## src/design/rabs_pkg.sv

```systemverilog
// Package for the rotated-area bounding size unit: sizes, angle constants,
// stage structs and the elaboration-time builder of the quarter-wave sine ROM.
// No dependencies.
package rabs_pkg;

  localparam int ANGLE_FRAC_BITS = 4;   // angle fraction bits, 0..8
  localparam int SCALE_BITS      = 15;  // Q format of |sin| and |cos|, 8..16
  localparam int SIZE_BITS       = 16;  // used bits of width and height, 8..16

  // Field widths of the channels
  localparam int ANGLE_W = 14;
  localparam int SIZE_W  = 16;
  localparam int OUT_W   = 17;

  // Angle units
  localparam int TURN    = 360 << ANGLE_FRAC_BITS;
  localparam int HALF    = 180 << ANGLE_FRAC_BITS;
  localparam int QUARTER = 90 << ANGLE_FRAC_BITS;
  localparam int IDX_W   = $clog2(QUARTER + 1);

  // Angle folding: bias by whole turns so the angle is never negative
  localparam int ANGLE_MAG = 1 << (ANGLE_W - 1);
  localparam int BIAS      = TURN * ((ANGLE_MAG + TURN - 1) / TURN);
  localparam int U_MAX     = ANGLE_MAG - 1 + BIAS;
  localparam int U_W       = $clog2(U_MAX + 1);
  localparam int NSTEP     = $clog2(U_MAX / TURN + 1);

  // Datapath widths
  localparam int SINE_W = SCALE_BITS + 1;
  localparam int PROD_W = SINE_W + SIZE_BITS;
  localparam int SUM_W  = PROD_W + 1;
  localparam int EXT_W  = (SUM_W > SCALE_BITS + OUT_W) ? SUM_W : SCALE_BITS + OUT_W;

  // Series constants, Q60 radians
  localparam logic [63:0] PI_Q60     = 64'h3243F6A8885A308D;
  localparam logic [63:0] ONE_Q60    = 64'h1000000000000000;
  localparam logic [63:0] DEG_DIV    = 64'(HALF);
  localparam logic [63:0] STEP_WHOLE = PI_Q60 / DEG_DIV;
  localparam logic [63:0] STEP_FRAC  = PI_Q60 % DEG_DIV;
  localparam int          SERIES_N   = 30;
  localparam int          SUM_BIAS_SHIFT = 9;

  typedef logic [SINE_W-1:0] sine_rom_t [0:QUARTER];

  typedef struct packed {
    logic [IDX_W-1:0]     idx;
    logic [SIZE_BITS-1:0] w;
    logic [SIZE_BITS-1:0] h;
  } fold_t;

  typedef struct packed {
    logic [SINE_W-1:0]    sin_v;
    logic [SINE_W-1:0]    cos_v;
    logic [SIZE_BITS-1:0] w;
    logic [SIZE_BITS-1:0] h;
  } trig_t;

  function automatic logic [63:0] mul_q60(input logic [63:0] a, input logic [63:0] b);
    logic [127:0] p;
    p = {64'd0, a} * {64'd0, b};
    return p[123:60];
  endfunction

  // truncating quotient by long division; only evaluated while building the ROM
  function automatic logic [63:0] udiv64(input logic [63:0] num, input logic [63:0] den);
    logic [63:0] q;
    logic [64:0] r;
    q = '0;
    r = '0;
    for (int i = 63; i >= 0; i--) begin
      r = {r[63:0], num[i]};
      if (r >= {1'b0, den}) begin
        r    = r - {1'b0, den};
        q[i] = 1'b1;
      end
    end
    return q;
  endfunction

  // floor(sin(k / 2^ANGLE_FRAC_BITS degrees) * 2^SCALE_BITS) by Taylor series
  function automatic logic [SINE_W-1:0] quarter_sine(input int k);
    logic [63:0] x, x2, term, sum, kk, dvs;
    logic        neg;
    kk = 64'(k);
    if (k == 0) return '0;
    if (k >= QUARTER) return SINE_W'(1) << SCALE_BITS;
    if (k * 3 == QUARTER) return SINE_W'(1) << (SCALE_BITS - 1);
    x    = kk * STEP_WHOLE + udiv64(kk * STEP_FRAC, DEG_DIV);
    x2   = mul_q60(x, x);
    term = x;
    sum  = x;
    neg  = 1'b1;
    for (int n = 1; n < SERIES_N; n++) begin
      if (term != 64'd0) begin
        dvs  = 64'(2 * n) * 64'(2 * n + 1);
        term = udiv64(mul_q60(term, x2), dvs);
        sum  = neg ? sum - term : sum + term;
        neg  = !neg;
      end
    end
    sum = sum + (64'd1 << SUM_BIAS_SHIFT);
    if (sum >= ONE_Q60) sum = ONE_Q60;
    sum = sum >> (60 - SCALE_BITS);
    return sum[SINE_W-1:0];
  endfunction

  function automatic sine_rom_t build_sine_rom();
    sine_rom_t rom;
    for (int k = 0; k <= QUARTER; k++) begin
      rom[k] = quarter_sine(k);
    end
    return rom;
  endfunction

endpackage

```

## src/design/rabs_scale.sv

```systemverilog
// Stages 3 and 4: four products, then the two sums rounded up to pixels.
// Depends on rabs_pkg.
module rabs_scale import rabs_pkg::*; (
  input  logic             clk,
  input  logic             rst_n,
  input  logic             valid_i,
  output logic             ready_o,
  input  trig_t            data_i,
  output logic             valid_o,
  input  logic             ready_i,
  output logic [OUT_W-1:0] cols_o,
  output logic [OUT_W-1:0] rows_o
);

  localparam logic [EXT_W-1:0] Round = (EXT_W'(1) << SCALE_BITS) - EXT_W'(1);

  logic              mul_vld_r;
  logic              mul_rdy;
  logic [PROD_W-1:0] cw_r, sh_r, sw_r, ch_r;
  logic              sum_vld_r;
  logic [OUT_W-1:0]  cols_r, rows_r;
  logic [EXT_W-1:0]  cols_sum, rows_sum;

  assign ready_o = !mul_vld_r || mul_rdy;
  assign mul_rdy = !sum_vld_r || ready_i;

  always_ff @(posedge clk) begin
    if (!rst_n) begin
      mul_vld_r <= 1'b0;
      sum_vld_r <= 1'b0;
    end else begin
      if (ready_o) mul_vld_r <= valid_i;
      if (mul_rdy) sum_vld_r <= mul_vld_r;
    end
  end

  always_ff @(posedge clk) begin
    if (ready_o && valid_i) begin
      cw_r <= PROD_W'(data_i.cos_v) * PROD_W'(data_i.w);
      sh_r <= PROD_W'(data_i.sin_v) * PROD_W'(data_i.h);
      sw_r <= PROD_W'(data_i.sin_v) * PROD_W'(data_i.w);
      ch_r <= PROD_W'(data_i.cos_v) * PROD_W'(data_i.h);
    end
  end

  assign cols_sum = EXT_W'(cw_r) + EXT_W'(sh_r) + Round;
  assign rows_sum = EXT_W'(sw_r) + EXT_W'(ch_r) + Round;

  always_ff @(posedge clk) begin
    if (mul_rdy && mul_vld_r) begin
      cols_r <= cols_sum[SCALE_BITS +: OUT_W];
      rows_r <= rows_sum[SCALE_BITS +: OUT_W];
    end
  end

  assign valid_o = sum_vld_r;
  assign cols_o  = cols_r;
  assign rows_o  = rows_r;

endmodule

```

## config.mk

```make
export PLATFORM = sky130hd
export DESIGN_NAME = rabs_scale
export DESIGN_NICKNAME = d
export VERILOG_FILES = /design/src/design/rabs_pkg.sv /design/src/design/rabs_scale.sv
export SDC_FILE = /design/constraint.sdc
export NUM_CORES = 2
export LEC_CHECK = 0
export BUFFER_PORTS_ARGS = -buffer_cell sky130_fd_sc_hd__buf_2
export CAP_MARGIN = 20
export CORE_ASPECT_RATIO = 1.4
export CORE_MARGIN = 2
export CORE_UTILIZATION = 62
export CTS_BUF_LIST = sky130_fd_sc_hd__clkbuf_8
export CTS_CLUSTER_DIAMETER = 200
export DETAILED_ROUTE_END_ITERATION = 12
export MAX_ROUTING_LAYER = met4
export PLACE_DENSITY = 0.88
export SETUP_SLACK_MARGIN = 0.3
export SLEW_MARGIN = 30
export SYNTH_ARGS = -nofsm -noshare
export SYNTH_HDL_FRONTEND = slang
export SYNTH_SLANG_ARGS = --single-unit
```

## constraint.sdc

```tcl
create_clock -name clk -period 9.4 [get_ports clk]
set_input_delay 1.88 -clock clk [delete_from_list [all_inputs] [get_ports clk]]
set_output_delay 1.88 -clock clk [all_outputs]
set_load 0.02 [all_outputs]
```

[After elaboration in Yosys (flattened, before gate mapping)]
Index checks and enable logic that the tools add are counted.
Storage, ports and cells
  bits of input ports: 68
  output and inout bits: 36
  register bits: 164
Cells by class
  reduce and logical (&&, ||, !) cells: 6
  multiply operators: 4
  add/sub/neg operators: 4
Operator list (count)
  $mul A16 B16 Y32: 4
  $add A32 B15 Y32 const B: 2
  $add A32 B32 Y32: 2
  $logic_and A1 B1 Y1: 2
  $logic_not A1 Y1: 2
  $logic_or A1 B1 Y1: 2

[Depth between registers and ports, before layout]
  word-level depth: 4
  depth in mapped cells: 26

[Worst setup path before layout]
OpenSTA, ideal clock, no wires.
  kind: input to register
  from: input data_i[39] (netlist bit)
  to: register ch_r[30] (data pin)
  slack: 1726 ps
  arrival: 7416 ps
  cell stages on the path: 25
  data required time: 9142 ps
  path through: clkbuf_1 > nand2_1 > fa_1 > inv_1 > fa_1 > inv_1 > fa_1 > inv_1 > fa_1 > fa_1 > inv_1 > fa_1 > inv_1 > ha_1 > nand2_1 > or2_1 > or2_1 > o21ai_2 > nand4_1 > o211a_1 > o21ai_1 > a211oi_1 > nor2_1 > a31oi_1 > xnor2_1
Between the ends
  longest elaborated chain between the ends: 1
Ends and longest elaborated chain
  from (decl): RTL line rabs_scale.sv:8  | input trig_t data_i,
  $mul A16 B16 Y32: RTL line rabs_scale.sv:42  | ch_r <= PROD_W'(data_i.cos_v) * PROD_W'(data_i.h);
  to (signal assigned): RTL line rabs_scale.sv:42
  to (decl): RTL line rabs_scale.sv:19  | logic [PROD_W-1:0] cw_r, sh_r, sw_r, ch_r;
Every way passes these cells.
A chain may end at the register's enable or synchronous reset.

[Worst setup path in the final report]
  from: input data_i[1] (netlist bit)
  to: register sh_r[25] (data pin)
Between the ends
  longest elaborated chain between the ends: 1
Ends and longest elaborated chain
  $mul A16 B16 Y32: RTL line rabs_scale.sv:40  | sh_r <= PROD_W'(data_i.sin_v) * PROD_W'(data_i.h);
  to (signal assigned): RTL line rabs_scale.sv:40
  to (decl): RTL line rabs_scale.sv:19
Every way passes these cells.

==> metrics.md <==
| Metric | Value |
|---|---|
| Clock Tree Buf Depth | 2 |
| Row count | 112 |
| Critical path class | in -> reg |
| GRT Util Overall | 32.0% |
| Status | completed |
| CP top delay family | adder cells |
| Reg2reg setup slack | 5710 ps |
| Filler cell count in the final layout | 4941 |
| Post-Synthesis Cells | 4529 |
| CTS tree | yes |
| GRT overflow | 0 |
| Area of the multi-input gates | 32500 um2 |
| Antenna-violating nets left | 0 |
| Main synth FF type | edfxtp_1 |
| R2R Path Start | ch_r[2] |
| CP Capture Type | register |
| Setup violations, final | 0 |
| YS warnings | 0 |
| Unrepaired setup endpoints after global routing | no |
| Critical Path Source Type | input pin |
| Max_cap viols | 0 |
| Final Critical Period | 8070 ps |
| Io pins | 104 |
| R2R depth | 14 |
| Post-synthesis register bit count | 164 |
| CTS Buf Count | 17 |
| Remaining routing DRC violations | 0 |
| Post_cts resized | 0 |
| CP Cell Sequence | buf_2 > nand2_1 > fa_1 > fa_1 > fa_1 > inv_1 > fa_1 > fa_1 > inv_1 > fa_1 > inv_1 > ha_1 > a21o_1 > a21o_1 > a21o_1 > a41o_1 > a31oi_1 > or3_1 > nor2_1 > a311oi_1 |
| Critical Path Start | data_i[1] |
| Slew @ Worst Pin | 911 ps |
| Post-synth EDFFs | 162 |
| Max incr delay on CP | 680 ps |
| CTS H-Tree Depth | 4 |
| Crit path required time | 9630 ps |
| Final Slew Violations | 0 |
| Post-synthesis sequential area ratio | 11.7% |
| Most frequent cells in the layout | inv_1, fa_1, nand2_1 |
| Final std cell area, no fill | 43500 um2 |
| Ys async rst share | 0% |
| CP max FO | 32 |
| Area Growth Syn to Fin | 3.64% |
| Vias in the first global route | 34.7k |
| Placer Congestion | 0.951 |
| HP Start | mul_vld_r |
| Hold Crit Endpoint | valid_o |
| Tcrit/Tclk final | 85.9% |
| Syn Std Cell Area | 42000 um2 |
| Arrival @ worst endpoint | 8300 ps |
| Clk_skew | 24.1 ps |
| Die H | 312 um |
| Post-cts hold buffer count | 0 |
| Post-layout nets | 5859 |
| DRT iter0 DRCs | 2154 |
| Share of cells above drive strength 1 | 4.36% |
| Hold Path Class | reg -> reg |
| Die footprint | 69800 um2 |
| PortBufs | 103 |
| Unique cell type count in the Yosys netlist | 70 |
| Initial Utilization | 62.8% |
| Most frequent CP cell | fa_1 |
| Drt first pass iters | 6 |
| Initial antenna violation count | 6 |
| First-pass GRT wire length | 169 mm |
| Pin count of the biggest net entering global routing | 76 |
| DP Area | 43000 um2 |
| Critical path's slowest cell | a311oi_1 |
| Final HPWL DP | 81.1 mm |
| Worst-Skew Late Latency | 550 ps |
| Clock slew at reported path FFs | 100 ps |
| Min Hold Slack | 541 ps |
| Root Buffer Master | clkbuf_8 |
| Reg area | 4900 um2 |
| Hold Path Depth | 1 |
| Max Clock Freq | 124 MHz |
| Core area | 66800 um2 |
| Worst flop-to-flop path endpoint | rows_o[15] |
| Synthesized area per cell | 9.26 um2 |
| Post-CTS setup buffer count | 0 |
| # clock sinks | 164 |
| WP buf/inv | 4 |
| Final Hold Viols | 0 |
| Syn Nets | 5907 |
| Post-DR wirelength/cell | 19.3 um |
| DRT Wirelength | 103 mm |
| Commonest non-fill, non-tap cell in the layout | inv_1 |
| Via-per-instance ratio | 5.83 |
| TNS Setup | 0 ps |
| Worst slew margin | 39.3% |
| DIE WIDTH | 224 um |
| Vias | 31.2k |
==> synthesized netlist by cell type, drive strengths merged (12+ instances only) <==
cell,n,area (um2)
xnor2,89,780
a21oi,137,708
ha,534,6680
o21a,14,105
nor2b,20,125
nand4,12,75.1
o21ai,69,360
and2,491,3070
nand2,609,2290
nor2,76,285
nand3,27,135
edfxtp,162,4860
o21bai,19,143
xor2,57,499
nor3,14,70.1
fa,776,15500
a21o,75,563
nand2b,19,119
clkbuf,199,747
inv,1026,3850
==> worst max-delay path by stage <==
stage	end	slack, ps	depth (start not counted)
after CTS	sw_r[31]	1470	25
final	sh_r[25]	1330	20
after global placement	sw_r[31]	1030	25
after detailed placement	sw_r[31]	900	25
after floorplan	ch_r[30]	1730	25
after global routing	sw_r[31]	1090	25
==> kinds of logic after synthesis <==
family / Yosys count / synth area share, %
DFF: 164 / 11.7
buffers and inverters: 1225 / 11.0
AOI/OAI and AO/OA: 388 / 6.16
xor gates and xnor gates: 146 / 3.05
and+or+nand+nor: 1296 / 15.2
adders and majority gates: 1310 / 53.0
==> metal layers <==
metal	track usage (%)	up-vias	wire [um]	share of wire (%)
met5	-	-	0	0
met4	25.3	0	9620	9.3
met3	4.35	589	7870	7.6
met2	53.4	1540	51200	50
met1	34.3	15492	34600	33
li1	-	13608	-	-
==> area by class of cell <==
class | instances | share of cell area, %
antenna | 7 | 0.0403
inverter | 1026 | 8.86
clock buffer | 17 | 0.538
tap | 855 | 2.46
timing repair buffer | 132 | 1.74
multi-input combinational | 3140 | 74.7
clock inverter | 15 | 0.432
sequential | 164 | 11.3
==> registers in the layout, indices dropped and copies added (netlist names) <==
name / cells
ch_r: 32
cols_o: 17
cw_r: 32
mul_vld_r: 1
rows_o: 17
sh_r: 32
sw_r: 32
valid_o: 1
==> stage by stage <==
stage	cells	setup WS (ps)	util (%)
after global placement	5316	1030	64.3
after CTS	5349	1470	65.0
after floorplan	4529	1730	-
after global routing	5354	1090	65.0
final	5356	1330	65.0
after detailed placement	5317	904	64.4
Power is not shown: default switching activity piles up to over one toggle a cycle in this logic, so the estimate is an artifact.
