[src/design/rabs_pkg.sv]
// Package for the rotated-area bounding size unit: sizes, angle constants,
// stage structs and the elaboration-time builder of the quarter-wave sine ROM.
// No dependencies.
package rabs_pkg;

  localparam int ANGLE_FRAC_BITS = 4;   // angle fraction bits, 0..8
  localparam int SCALE_BITS      = 15;  // Q format of |sin| and |cos|, 8..16
  localparam int SIZE_BITS       = 16;  // used bits of width and height, 8..16

  // Field widths of the channels
  localparam int ANGLE_W = 14;
  localparam int SIZE_W  = 16;
  localparam int OUT_W   = 17;

  // Angle units
  localparam int TURN    = 360 << ANGLE_FRAC_BITS;
  localparam int HALF    = 180 << ANGLE_FRAC_BITS;
  localparam int QUARTER = 90 << ANGLE_FRAC_BITS;
  localparam int IDX_W   = $clog2(QUARTER + 1);

  // Angle folding: bias by whole turns so the angle is never negative
  localparam int ANGLE_MAG = 1 << (ANGLE_W - 1);
  localparam int BIAS      = TURN * ((ANGLE_MAG + TURN - 1) / TURN);
  localparam int U_MAX     = ANGLE_MAG - 1 + BIAS;
  localparam int U_W       = $clog2(U_MAX + 1);
  localparam int NSTEP     = $clog2(U_MAX / TURN + 1);

  // Datapath widths
  localparam int SINE_W = SCALE_BITS + 1;
  localparam int PROD_W = SINE_W + SIZE_BITS;
  localparam int SUM_W  = PROD_W + 1;
  localparam int EXT_W  = (SUM_W > SCALE_BITS + OUT_W) ? SUM_W : SCALE_BITS + OUT_W;

  // Series constants, Q60 radians
  localparam logic [63:0] PI_Q60     = 64'h3243F6A8885A308D;
  localparam logic [63:0] ONE_Q60    = 64'h1000000000000000;
  localparam logic [63:0] DEG_DIV    = 64'(HALF);
  localparam logic [63:0] STEP_WHOLE = PI_Q60 / DEG_DIV;
  localparam logic [63:0] STEP_FRAC  = PI_Q60 % DEG_DIV;
  localparam int          SERIES_N   = 30;
  localparam int          SUM_BIAS_SHIFT = 9;

  typedef logic [SINE_W-1:0] sine_rom_t [0:QUARTER];

  typedef struct packed {
    logic [IDX_W-1:0]     idx;
    logic [SIZE_BITS-1:0] w;
    logic [SIZE_BITS-1:0] h;
  } fold_t;

  typedef struct packed {
    logic [SINE_W-1:0]    sin_v;
    logic [SINE_W-1:0]    cos_v;
    logic [SIZE_BITS-1:0] w;
    logic [SIZE_BITS-1:0] h;
  } trig_t;

  function automatic logic [63:0] mul_q60(input logic [63:0] a, input logic [63:0] b);
    logic [127:0] p;
    p = {64'd0, a} * {64'd0, b};
    return p[123:60];
  endfunction

  // truncating quotient by long division; only evaluated while building the ROM
  function automatic logic [63:0] udiv64(input logic [63:0] num, input logic [63:0] den);
    logic [63:0] q;
    logic [64:0] r;
    q = '0;
    r = '0;
    for (int i = 63; i >= 0; i--) begin
      r = {r[63:0], num[i]};
      if (r >= {1'b0, den}) begin
        r    = r - {1'b0, den};
        q[i] = 1'b1;
      end
    end
    return q;
  endfunction

  // floor(sin(k / 2^ANGLE_FRAC_BITS degrees) * 2^SCALE_BITS) by Taylor series
  function automatic logic [SINE_W-1:0] quarter_sine(input int k);
    logic [63:0] x, x2, term, sum, kk, dvs;
    logic        neg;
    kk = 64'(k);
    if (k == 0) return '0;
    if (k >= QUARTER) return SINE_W'(1) << SCALE_BITS;
    if (k * 3 == QUARTER) return SINE_W'(1) << (SCALE_BITS - 1);
    x    = kk * STEP_WHOLE + udiv64(kk * STEP_FRAC, DEG_DIV);
    x2   = mul_q60(x, x);
    term = x;
    sum  = x;
    neg  = 1'b1;
    for (int n = 1; n < SERIES_N; n++) begin
      if (term != 64'd0) begin
        dvs  = 64'(2 * n) * 64'(2 * n + 1);
        term = udiv64(mul_q60(term, x2), dvs);
        sum  = neg ? sum - term : sum + term;
        neg  = !neg;
      end
    end
    sum = sum + (64'd1 << SUM_BIAS_SHIFT);
    if (sum >= ONE_Q60) sum = ONE_Q60;
    sum = sum >> (60 - SCALE_BITS);
    return sum[SINE_W-1:0];
  endfunction

  function automatic sine_rom_t build_sine_rom();
    sine_rom_t rom;
    for (int k = 0; k <= QUARTER; k++) begin
      rom[k] = quarter_sine(k);
    end
    return rom;
  endfunction

endpackage

[src/design/rabs_fold.sv]
// Stage 1: reduces the angle to one turn and folds it into 0..90 degrees.
// Depends on rabs_pkg.
module rabs_fold import rabs_pkg::*; (
  input  logic                      clk,
  input  logic                      rst_n,
  input  logic                      valid_i,
  output logic                      ready_o,
  input  logic signed [ANGLE_W-1:0] angle_i,
  input  logic        [SIZE_W-1:0]  width_i,
  input  logic        [SIZE_W-1:0]  height_i,
  output logic                      valid_o,
  input  logic                      ready_i,
  output fold_t                     data_o
);

  logic            vld_r;
  fold_t           data_r;
  fold_t           data_nxt;
  logic signed [U_W:0] ang_ext;
  logic signed [U_W:0] biased;
  logic [U_W-1:0]  rem;
  logic [U_W-1:0]  hrem;

  always_comb begin
    ang_ext = (U_W + 1)'(angle_i);
    biased  = ang_ext + (U_W + 1)'(BIAS);
    rem     = biased[U_W-1:0];
    // restoring reduction by turns, largest multiple first
    for (int j = NSTEP - 1; j >= 0; j--) begin
      if (rem >= U_W'(TURN << j)) rem = rem - U_W'(TURN << j);
    end
    hrem = (rem >= U_W'(HALF)) ? rem - U_W'(HALF) : rem;
    if (hrem > U_W'(QUARTER)) hrem = U_W'(HALF) - hrem;
    data_nxt.idx = hrem[IDX_W-1:0];
    data_nxt.w   = width_i[SIZE_BITS-1:0];
    data_nxt.h   = height_i[SIZE_BITS-1:0];
  end

  assign ready_o = !vld_r || ready_i;
  assign valid_o = vld_r;
  assign data_o  = data_r;

  always_ff @(posedge clk) begin
    if (!rst_n) begin
      vld_r <= 1'b0;
    end else if (ready_o) begin
      vld_r <= valid_i;
    end
  end

  always_ff @(posedge clk) begin
    if (ready_o && valid_i) begin
      data_r <= data_nxt;
    end
  end

endmodule

[config.mk]
export PLATFORM = sky130hd
export DESIGN_NAME = rabs_fold
export DESIGN_NICKNAME = d
export VERILOG_FILES = /design/src/design/rabs_pkg.sv /design/src/design/rabs_fold.sv
export SDC_FILE = /design/constraint.sdc
export NUM_CORES = 1
export LEC_CHECK = 0
export ABC_CLOCK_PERIOD_IN_PS = 4200
export BUFFER_PORTS_ARGS = -buffer_cell sky130_fd_sc_hd__buf_2
export CAP_MARGIN = 10
export CORE_MARGIN = 10
export CORE_UTILIZATION = 35
export CTS_CLUSTER_SIZE = 40
export DETAILED_ROUTE_END_ITERATION = 16
export GPL_ROUTABILITY_DRIVEN = 0
export GPL_TIMING_DRIVEN = 0
export PLACE_DENSITY_LB_ADDON = 0.3
export SETUP_SLACK_MARGIN = 0.15
export SLEW_MARGIN = 30
export SYNTH_ARGS = -nofsm -noshare
export SYNTH_HDL_FRONTEND = slang
export SYNTH_SLANG_ARGS = --single-unit
[constraint.sdc]
create_clock -name clk -period 4.2 [get_ports clk]
set_input_delay 0.63 -clock clk [delete_from_list [all_inputs] [get_ports clk]]
set_output_delay 0.63 -clock clk [all_outputs]
set_load 0.1 [all_outputs]
# Yosys cells after proc, flatten, opt, wreduce, memory -nomap -nowiden
# Index checks and enable logic that the tools add are counted.
# totals
elab_cells,20
out_inout_bits,45
register_bits,44
# op_classes
n_addsub,5
order_cmp,4
n_reduce_logical,3
n_mux,4
# op_table
operator,count
$mux W15,3
$add A14 B15 Y15 const B,1
$ge A15 B12 Y1 const B,1
$ge A15 B13 Y1 const B,1
$ge A15 B14 Y1 const B,1
$gt A15 B11 Y1 const B,1
$sub A15 B12 Y15 const B,1
$sub A15 B13 Y15 const B,1
$sub A15 B14 Y15 const B,1
$mux W11,1
$sub A10 B11 Y11 const A,1
$logic_and A1 B1 Y1,1
$logic_not A1 Y1,1
$logic_or A1 B1 Y1,1

# Depth between registers and ports, before layout
# Gate-level depths: netlist (run 1).
# depth
word_depth,9
ltp_mapped,16
depth_no_buf,15

# Least setup slack after synthesis (run 1)
# No wires, ideal clock.
# synth_path
path_type,input to register
startpoint,input angle_i[8]
endpoint,"register data_r (netlist bit data_o[40]), data pin"
arrival_ps,3908
required_ps,3934
setup_ps,266
stages,15
setup_slack_ps,26
cell_sequence,ha_1 > clkbuf_1 > nand2b_1 > nand2_1 > o211a_4 > o31a_1 > o32a_4 > or3_1 > o211ai_2 > a41o_4 > mux2_4 > or3_1 > a31oi_1 > mux2i_1 > xnor2_1
# synth_via
elab_chain_cells,9
# synth_lines
item,line_no,text
from (decl),rabs_fold.sv:8,"input logic signed [ANGLE_W-1:0] angle_i,"
$add A14 B15 Y15 *,rabs_fold.sv:26,biased = ang_ext + (U_W + 1)'(BIAS);
$sub A15 B14 Y15 or $ge A15 B14 Y1 (tied branches),rabs_fold.sv:30,if (rem >= U_W'(TURN << j)) rem = rem - U_W'(TURN << j);
$mux W15 *,rabs_fold.sv:30,
$sub A15 B13 Y15 or $ge A15 B13 Y1 (tied branches),rabs_fold.sv:30,
$mux W15 *,rabs_fold.sv:30,
$sub A15 B12 Y15 or $ge A15 B12 Y1 (tied branches),rabs_fold.sv:32,hrem = (rem >= U_W'(HALF)) ? rem - U_W'(HALF) : rem;
$mux W15 *,rabs_fold.sv:32,
$gt A15 B11 Y1 or $sub A10 B11 Y11 (tied branches),rabs_fold.sv:33,if (hrem > U_W'(QUARTER)) hrem = U_W'(HALF) - hrem;
$mux W11 *,rabs_fold.sv:33,
net hrem[8],rabs_fold.sv:22,logic [U_W-1:0] hrem;
to (signal assigned),rabs_fold.sv:53,data_r <= data_nxt;
to (decl),rabs_fold.sv:17,fold_t data_r;
# The timed path passes the listed nets; every way through them passes the cells marked *.
# A chain may end at the register's enable or synchronous reset.

# Worst setup path after layout (run 1)
# layout_path
startpoint,input angle_i[9]
endpoint,"register data_r (netlist bit data_o[36]), data pin"
# The elaborated chain is that of the path after synthesis.

==> results of run 1 <==
## cell type report
class	count	share of cell area
multi-input combinational	200	0.428
sequential	44	0.312
timing repair buffer	125	0.186
tap	102	0.0303
clock buffer	6	0.0172
buffer	5	0.0104
clock inverter	2	0.00832
inverter	8	0.00773
## through the flow
stage | area [um^2] | power, mW | setup slack [ns] | setup TNS (ns)
final | 4210 | 2.15 | 0.199 | 0
after global routing | 4210 | 2.26 | 0.0480 | 0
after CTS | 3830 | 2.00 | 0.156 | 0
after detailed placement | 3510 | 1.62 | -0.387 | -3.18
after global placement | 3480 | 1.60 | -0.358 | -2.80
after floorplan | 2880 | 1.45 | 0.152 | 0
## routing by layer
metal,share of wire,routed length [um]
met5,0,0
met4,0.015,119
met3,0.054,426
met2,0.49,3880
met1,0.44,3420
## report_power, final
part / switching (mW) / leakage, nW / internal (mW) / total [mW]
Clock: 0.131 / 0.0552 / 0.176 / 0.307
Combinational: 0.832 / 1.20 / 0.441 / 1.27
Sequential: 0.0119 / 0.424 / 0.562 / 0.574
Total: 0.974 / 1.68 / 1.18 / 2.15
## cell families after synthesis
logic type                 after synthesis
AOI/OAI and AO/OA                       75
xor gates and xnor gates                22
adders and majority gates                3
buffers and inverters                   13
DFF                                     44
muxes                                    9
and+or+nand+nor                         91
## worst max-delay path, stage by stage
cell and delay, ns:
buf_12 0.11, ha_4 0.19, nor3_4 0.34, xnor2_4 0.18, o211a_4 0.21, o31a_1 0.36
o211ai_2 0.20, o221ai_2 0.14, buf_6 0.18, a21oi_2 0.19, nor3b_4 0.09, buf_4 0.17
o21ai_4 0.20, nand4_1 0.18, a21oi_4 0.31, buf_6 0.14, a21oi_1 0.05, xor2_1 0.15
## placed cells by master (no fill, tap or decap), types with 6 or more instances in the layout
cell type,count
o21ai_0,8
nor3_1,6
buf_2,91
nand3_1,6
clkbuf_8,6
edfxtp_1,43
inv_1,6
mux2i_1,6
a21oi_2,6
buf_6,6
a21oi_1,10
buf_4,26
nand2_1,18
xnor2_2,6
nor2_1,17
xnor2_1,10
## cells in the mapped netlist (3+ instances only)
master / n
or3_1: 6
nand2b_1: 4
and3_1: 4
nor2_1: 17
a21oi_1: 14
edfxtp_1: 43
o211ai_2: 3
a21oi_2: 3
ha_1: 3
xnor2_1: 14
clkbuf_1: 3
nand3_1: 6
o21ai_0: 11
a31oi_1: 5
mux2i_1: 7
and2_1: 5
xor2_1: 4
nand2_1: 22
nand4_1: 3
nor3_2: 3
inv_1: 8
o211ai_1: 3
xnor2_2: 4
nor3_1: 7
## flip-flops by register name, indices dropped and copies added, names as in the netlist
register  flops
valid_o       1
data_o       43
## repair_timing
action / in CTS / in global routing
hold buffers: 0 / 0
setup endpoints to repair: 10 / 10
pin swaps: 12 / 27
resized for setup: 21 / 49
buffers inserted: 11 / 19
## worst min-delay path by stage
| stage | slack, ns | end | startpoint |
|---|---|---|---|
| after global routing | 0.50 | data_o[27] | width_i[11] |
| after floorplan | 0.73 | data_o[0] | height_i[0] |
| after global placement | 0.50 | valid_o | valid_o |
| after CTS | 0.50 | data_o[10] | height_i[10] |
| after detailed placement | 0.51 | valid_o | valid_o |
| final | 0.51 | data_o[25] | width_i[9] |
==> reports/metrics.sh, run 1 <==
OUTCOME='finished clean'
CORE-AREA_UM2=7850
SYNTH_FA_HA_AREA_FRAC=0.0131
WORST_SETUP_PATH_STARTPOINT='angle_i[9]'
SYNTH_SIMPLE_GATE_AREA_FRAC=0.180
DEEPEST_CLOCK_PATH_BUFFER_COUNT=2
LAYOUT_MIN_CYCLE_TIME_NS=4.00
GRT.BUSIEST_LAYER='met2'
INITIAL_UTILIZATION=0.366
SYNTH_FF_TYPE='edfxtp_1'
SYNTH.YOSYS.SEQ_AREA_SHARE=0.457
TIMING.SLEW.HEADROOM=0.662
TIMING.CLOCK.SKEW_NS=0.00215
CP.ARRIVAL_NS=4.03
SEQCELLAREA_UM2=1310
USE_MET2=0.198
FRACTION_OF_POST_SYNTHESIS_CELL_AREA_IN_THE_TOP_CELL_TYPE_BY_AREA=0.450
OVERALL_OVERFLOW_REMAINING_AFTER_GLOBAL_ROUTE=0
NUMBER_OF_ANTENNA_VIOLATIONS_AT_THE_FIRST_CHECK_IN_GLOBAL_ROUTING=0
SYNTH_AREA_PER_CELL_UM2=11.2
GRTUSAGEMET3=0.0194
SORT_OF_ELEMENT_AT_THE_END_OF_THE_CRITICAL_PATH='flip-flop'
DR_VIAS=2575
SYNTH_AREA_UM2=2870
SYNTH-EDFF-COUNT=43
GLOBAL_ROUTE_WIRE_LENGTH_BEFORE_REPAIR_UM=11900
POWERDENSITY_nW_PER_UM2=512
ANTENNA_VIOLATING_NETS_POST_ROUTE=0
FIRSTDRTPASSITERS=6
DRC_VIOLATION_COUNT_AFTER_ROUTING=0
DRT_WL_TOTAL_UM=7850
FILL_CELLS=682
YS_FF_LATCH=44
FINISH.UTILIZATION=0.536
ROOT_BUFFER='clkbuf_8'
WORST_SETUP_PATH_ENDPOINT='data_o[36]'
NUM_ROWS=32
CRIT_REQUIRED_NS=4.23
POST_SYNTH_MAIN_AREA_CONTRIBUTORS='edfxtp_1 45%, xnor2_1 4.3%, nand2_1 2.9%'
SYNTH-COMPOUND-AREA-SHARE=0.218
FINAL-INSTANCE-COUNT-EXCL-FILL=492
DIE_AREA_UM2=12200
FINALHOLDVIOLCOUNT=0
MAX_FREQ_MHz=250
H-TREE-DEPTH=2
CTS_TREE='done'
TIMING.RR.START='valid_o'
SYNTH_CELL_TYPE_COUNT=70
GRT_START_MAX_NET_PINS=26
YOSYS-MUX-AREA-FRACTION=0.0336
FINAL_MIN_PERIOD_OVER_CLOCK_PERIOD=0.953
COMBINATIONAL_FAMILY_WITH_THE_MOST_AREA_AFTER_SYNTHESIS='compound AO/OA/AOI/OAI gates'
MIN-DELAY-PATH-CLASS='in -> reg'
ITERATION_0_DRC_COUNT_OF_THE_DETAILED_ROUTER=169
TOTAL_OF_WARNINGS_RAISED_BY_YOSYS=0
SYNTH_NETS=310
SYN_INST=257
HOLDWS_NS=0.515
FRACTION_OF_FINAL_LAYOUT_CELLS_WITH_DRIVE_STRENGTH_GREATER_THAN_1=0.521
VDD_IR_DROP_MAX_uV=181
CELLLEAKAGEPOWER_nW=1.68
R2R-END='data_o[6]'
DIE_Y_UM=111
REG2REG_SLACK_NS=2.79
DP_HPWL_UM=5760
SYNTHARSTFLOPSHARE=0
MULTI_INPUT_AREA_UM2=1800
DIE_WIDTH_UM=111
YOSYSTOPAREACELL='edfxtp_1'
PLACE.PORT_BUFFERS=94
DESIGN.FINAL.NETS=442
CTS.SINK_COUNT=44
MIN_DELAY_PATH_DEPTH=1
AREA_GROWTH_SYN_TO_LAYOUT_PCT=46.6
DP_CELLS=454
CLOCK_LATENCY_NS=0.28
GRT.MET1_USAGE=0.133
START_KIND='input port'
ROUTED_VIA_DENSITY=5.23
WL_PER_CELL_UM=16.0
ANTENNA_CELLS=0
TOP_LEVEL_I_O_COUNT=95
REPORT.FINAL.SETUP_VIOL=0
GLOBAL_ROUTING_USAGE_SUMMED_ACROSS_ALL_ROUTING_LAYERS=0.112
CRITICAL_PATH_CLASS='in -> reg'
CTS_BUFFERS=5
CLKSLEWWORSTSETUPHOLDPATHS_NS=0.08
MAXSLEWVIOLCOUNT=0
VIAS_IN_THE_FIRST_GLOBAL_ROUTE=2495
CP_MAX_FO=10
RSZ0062_AT_GRT='true'
SYNTHXORXNORAREAFRAC=0.0776
REG2REGPATHDEPTH=3
MAX_CAP_VIOLATIONS=0
WORST_PIN_SLEW_NS=0.510
Power figures use the tool's default switching activity.
==> run 2, diff against run 1 <==
PLACE_DENSITY = 0.72   (was unset)
PLACE_DENSITY_LB_ADDON = unset   (was 0.3)
==> run 2 against run 1 <==
Register-to-register slack hardly changed; cell count is 0.61% lower; power is 0.23% higher; sequential power hardly changed; wire length is 6.7% higher; non-clock buffer count is 2 lower; maximum frequency is 0.86% lower; die area stayed put.
==> reports/metrics.sh, run 2 (same netlist as run 1, synthesis figures left out) <==
OUTCOME='finished clean'
DIE_AREA_UM2=12200
LAYOUT_COMMON_CELLS='90 x buf_2, 43 x edfxtp_1, 26 x buf_4'
CELLLEAKAGEPOWER_nW=1.67
PLACE.PORT_BUFFERS=94
CTS_TREE='done'
GLOBAL_ROUTE_WIRE_LENGTH_BEFORE_REPAIR_UM=12700
FRACTION_OF_FINAL_LAYOUT_CELLS_WITH_DRIVE_STRENGTH_GREATER_THAN_1=0.504
TIMING.RR.START='valid_o'
TIMING.CLOCK.SKEW_NS=0.00413
CRIT_REQUIRED_NS=4.25
P_TOTAL_mW=2.16
AREA_GROWTH_SYN_TO_LAYOUT_PCT=44.4
REPORT.FINAL.SETUP_VIOL=0
VIAS_IN_THE_FIRST_GLOBAL_ROUTE=2406
TOTAL_SWITCHING_POWER_uW=962
START_KIND='input port'
DESIGN.FINAL.NETS=440
WORST_HOLD_ENDPOINT='data_o[30]'
ANTENNA_VIOLATING_NETS_POST_ROUTE=0
CRITICAL_PATH_CLASS='in -> reg'
REG2REGPATHDEPTH=3
LARGEST_REG_FLOPS=43
FIN_AREA_UM2=4150
DEEPEST_CLOCK_PATH_BUFFER_COUNT=2
WORST_PIN_SLEW_NS=0.511
DP_HPWL_UM=6200
DIE_Y_UM=111
TOP_LEVEL_I_O_COUNT=95
OVERALL_OVERFLOW_REMAINING_AFTER_GLOBAL_ROUTE=0
ITERATION_0_DRC_COUNT_OF_THE_DETAILED_ROUTER=139
SW_FRAC_OF_TOTAL=0.445
FINALHOLDVIOLCOUNT=0
COUNT_OF_HOLD_BUFFERS_INSERTED_BY_POST_CTS_REPAIR=0
FINAL_MIN_PERIOD_OVER_CLOCK_PERIOD=0.961
ROOT_BUFFER='clkbuf_8'
NUMBER_OF_ANTENNA_VIOLATIONS_AT_THE_FIRST_CHECK_IN_GLOBAL_ROUTING=0
WL_PER_CELL_UM=17.1
LEADING_CELL_TYPE_IN_THE_LAYOUT_FILL_AND_TAPS_EXCLUDED='buf_2'
MIN-DELAY-PATH-CLASS='in -> reg'
MAX_CAP_VIOLATIONS=0
DIE_WIDTH_UM=111
SEQ_POWER_SHARE=0.267
CTS.SINK_COUNT=44
H-TREE-DEPTH=2
ROUTED_VIA_DENSITY=5.31
FIRSTDRTPASSITERS=4
PLACE_AREA_UM2=3510
REG2REG_SLACK_NS=2.78
GRT_START_MAX_NET_PINS=26
CLOCK_LATENCY_NS=0.29
P_CLK_FRAC=0.169
R2R-END='data_o[24]'
ANTENNA_CELLS=0
POWERDENSITY_nW_PER_UM2=521
NUM_ROWS=32
LAYOUT_MIN_CYCLE_TIME_NS=4.04
DR_VIAS=2597
DRT_WL_TOTAL_UM=8370
GLOBAL_ROUTING_USAGE_SUMMED_ACROSS_ALL_ROUTING_LAYERS=0.121
MIN_DELAY_PATH_DEPTH=1
CP_MAX_FO=8
POWER.COMBINATIONAL.FRACTION=0.564
VDD_IR_DROP_MAX_uV=227
CP.ARRIVAL_NS=4.08
MAXSLEWVIOLCOUNT=0
CLKSLEWWORSTSETUPHOLDPATHS_NS=0.08
TIMING.SLEW.HEADROOM=0.661
INITIAL_UTILIZATION=0.366
HOLD_START='width_i[14]'
SORT_OF_ELEMENT_AT_THE_END_OF_THE_CRITICAL_PATH='flip-flop'
INTERNAL-POWER_mW=1.20
MAX_FREQ_MHz=248
CORE-AREA_UM2=7850
CTS_BUFFERS=5
DRC_VIOLATION_COUNT_AFTER_ROUTING=0
RSZ0062_AT_GRT='true'
[run 2: cell count changes in the layout (fill, tap and decap cells not counted), sizes merged]
cell    delta
bufinv     +1
clkbuf     -2
clkinv     -1
buf        -1
[run 2: how the worst max path moves through the flow]
stage          slack [ns]  cells after the start   startpoint         end
5_1_grt             -0.06                     13  angle_i[10]  data_o[33]
4_1_cts              0.12                     17   angle_i[9]  data_o[40]
2_1_floorplan        0.15                     14   angle_i[8]  data_o[40]
3_3_place_gp        -0.32                     16   angle_i[9]  data_o[33]
3_5_place_dp        -0.39                     15   angle_i[9]  data_o[40]
6_report             0.16                     17   angle_i[9]  data_o[33]
[run 2: power by group through the flow]
stage	combinational (mW)	sequential [mW]	clock (mW)
after floorplan	0.467	0.979	0
after global placement	1.02	0.584	0
after detailed placement	1.04	0.587	0
after CTS	1.08	0.577	0.372
after global routing	1.29	0.581	0.388
final	1.22	0.576	0.365
[run 2: routing by layer]
| layer | share of wire | global-route usage | wire, um | vias to the layer above |
|---|---|---|---|---|
| li1 | - | - | - | 1249 |
| met1 | 0.43 | 0.154 | 3590 | 1231 |
| met2 | 0.50 | 0.201 | 4180 | 109 |
| met3 | 0.059 | 0.0243 | 495 | 8 |
| met4 | 0.012 | 0.0389 | 104 | 0 |
| met5 | 0 | 0 | 0 | - |
[run 2: area by class of cell]
type | instances | area, um^2
Tap cell | 102 | 128
Fill cell | 691 | 3700
Clock inverter | 2 | 60.1
Clock buffer | 5 | 68.8
Buffer | 5 | 37.5
Inverter | 8 | 37.5
Multi-Input combinational cell | 200 | 1760
Sequential cell | 44 | 1310
Timing Repair Buffer | 123 | 748
[run 2: critical path: stages]
cell and delay [ns]:
buf_6 0.11, ha_4 0.25, buf_4 0.14, nand2b_4 0.16
nand2_4 0.08, o211a_4 0.27, nor3_4 0.35, xnor2_4 0.16
o221ai_2 0.25, buf_4 0.15, o22ai_2 0.07, a41o_4 0.27
buf_4 0.14, o21ai_4 0.20, nand4_1 0.20, a21oi_4 0.30
mux2_4 0.33
[run 2: what timing repair did]
action / in CTS / in global routing
setup endpoints to repair: 10 / 10
buffers inserted: 10 / 18
resized for setup: 10 / 52
endpoints found under the hold margin: 0 / 0
pin swaps: 6 / 34
[run 2: metrics by stage]
| stage | util | cells | TNS (ns) | hold slack, ns | worst slack, ns |
|---|---|---|---|---|---|
| after CTS | 0.480 | 471 | 0 | 0.502 | 0.119 |
| after detailed placement | 0.447 | 454 | -3.22 | 0.531 | -0.389 |
| after global placement | 0.444 | 453 | -2.44 | 0.496 | -0.324 |
| after floorplan | - | 257 | 0 | 0.729 | 0.152 |
| final | 0.529 | 489 | 0 | 0.513 | 0.164 |
| after global routing | 0.529 | 489 | -0.0792 | 0.502 | -0.0562 |
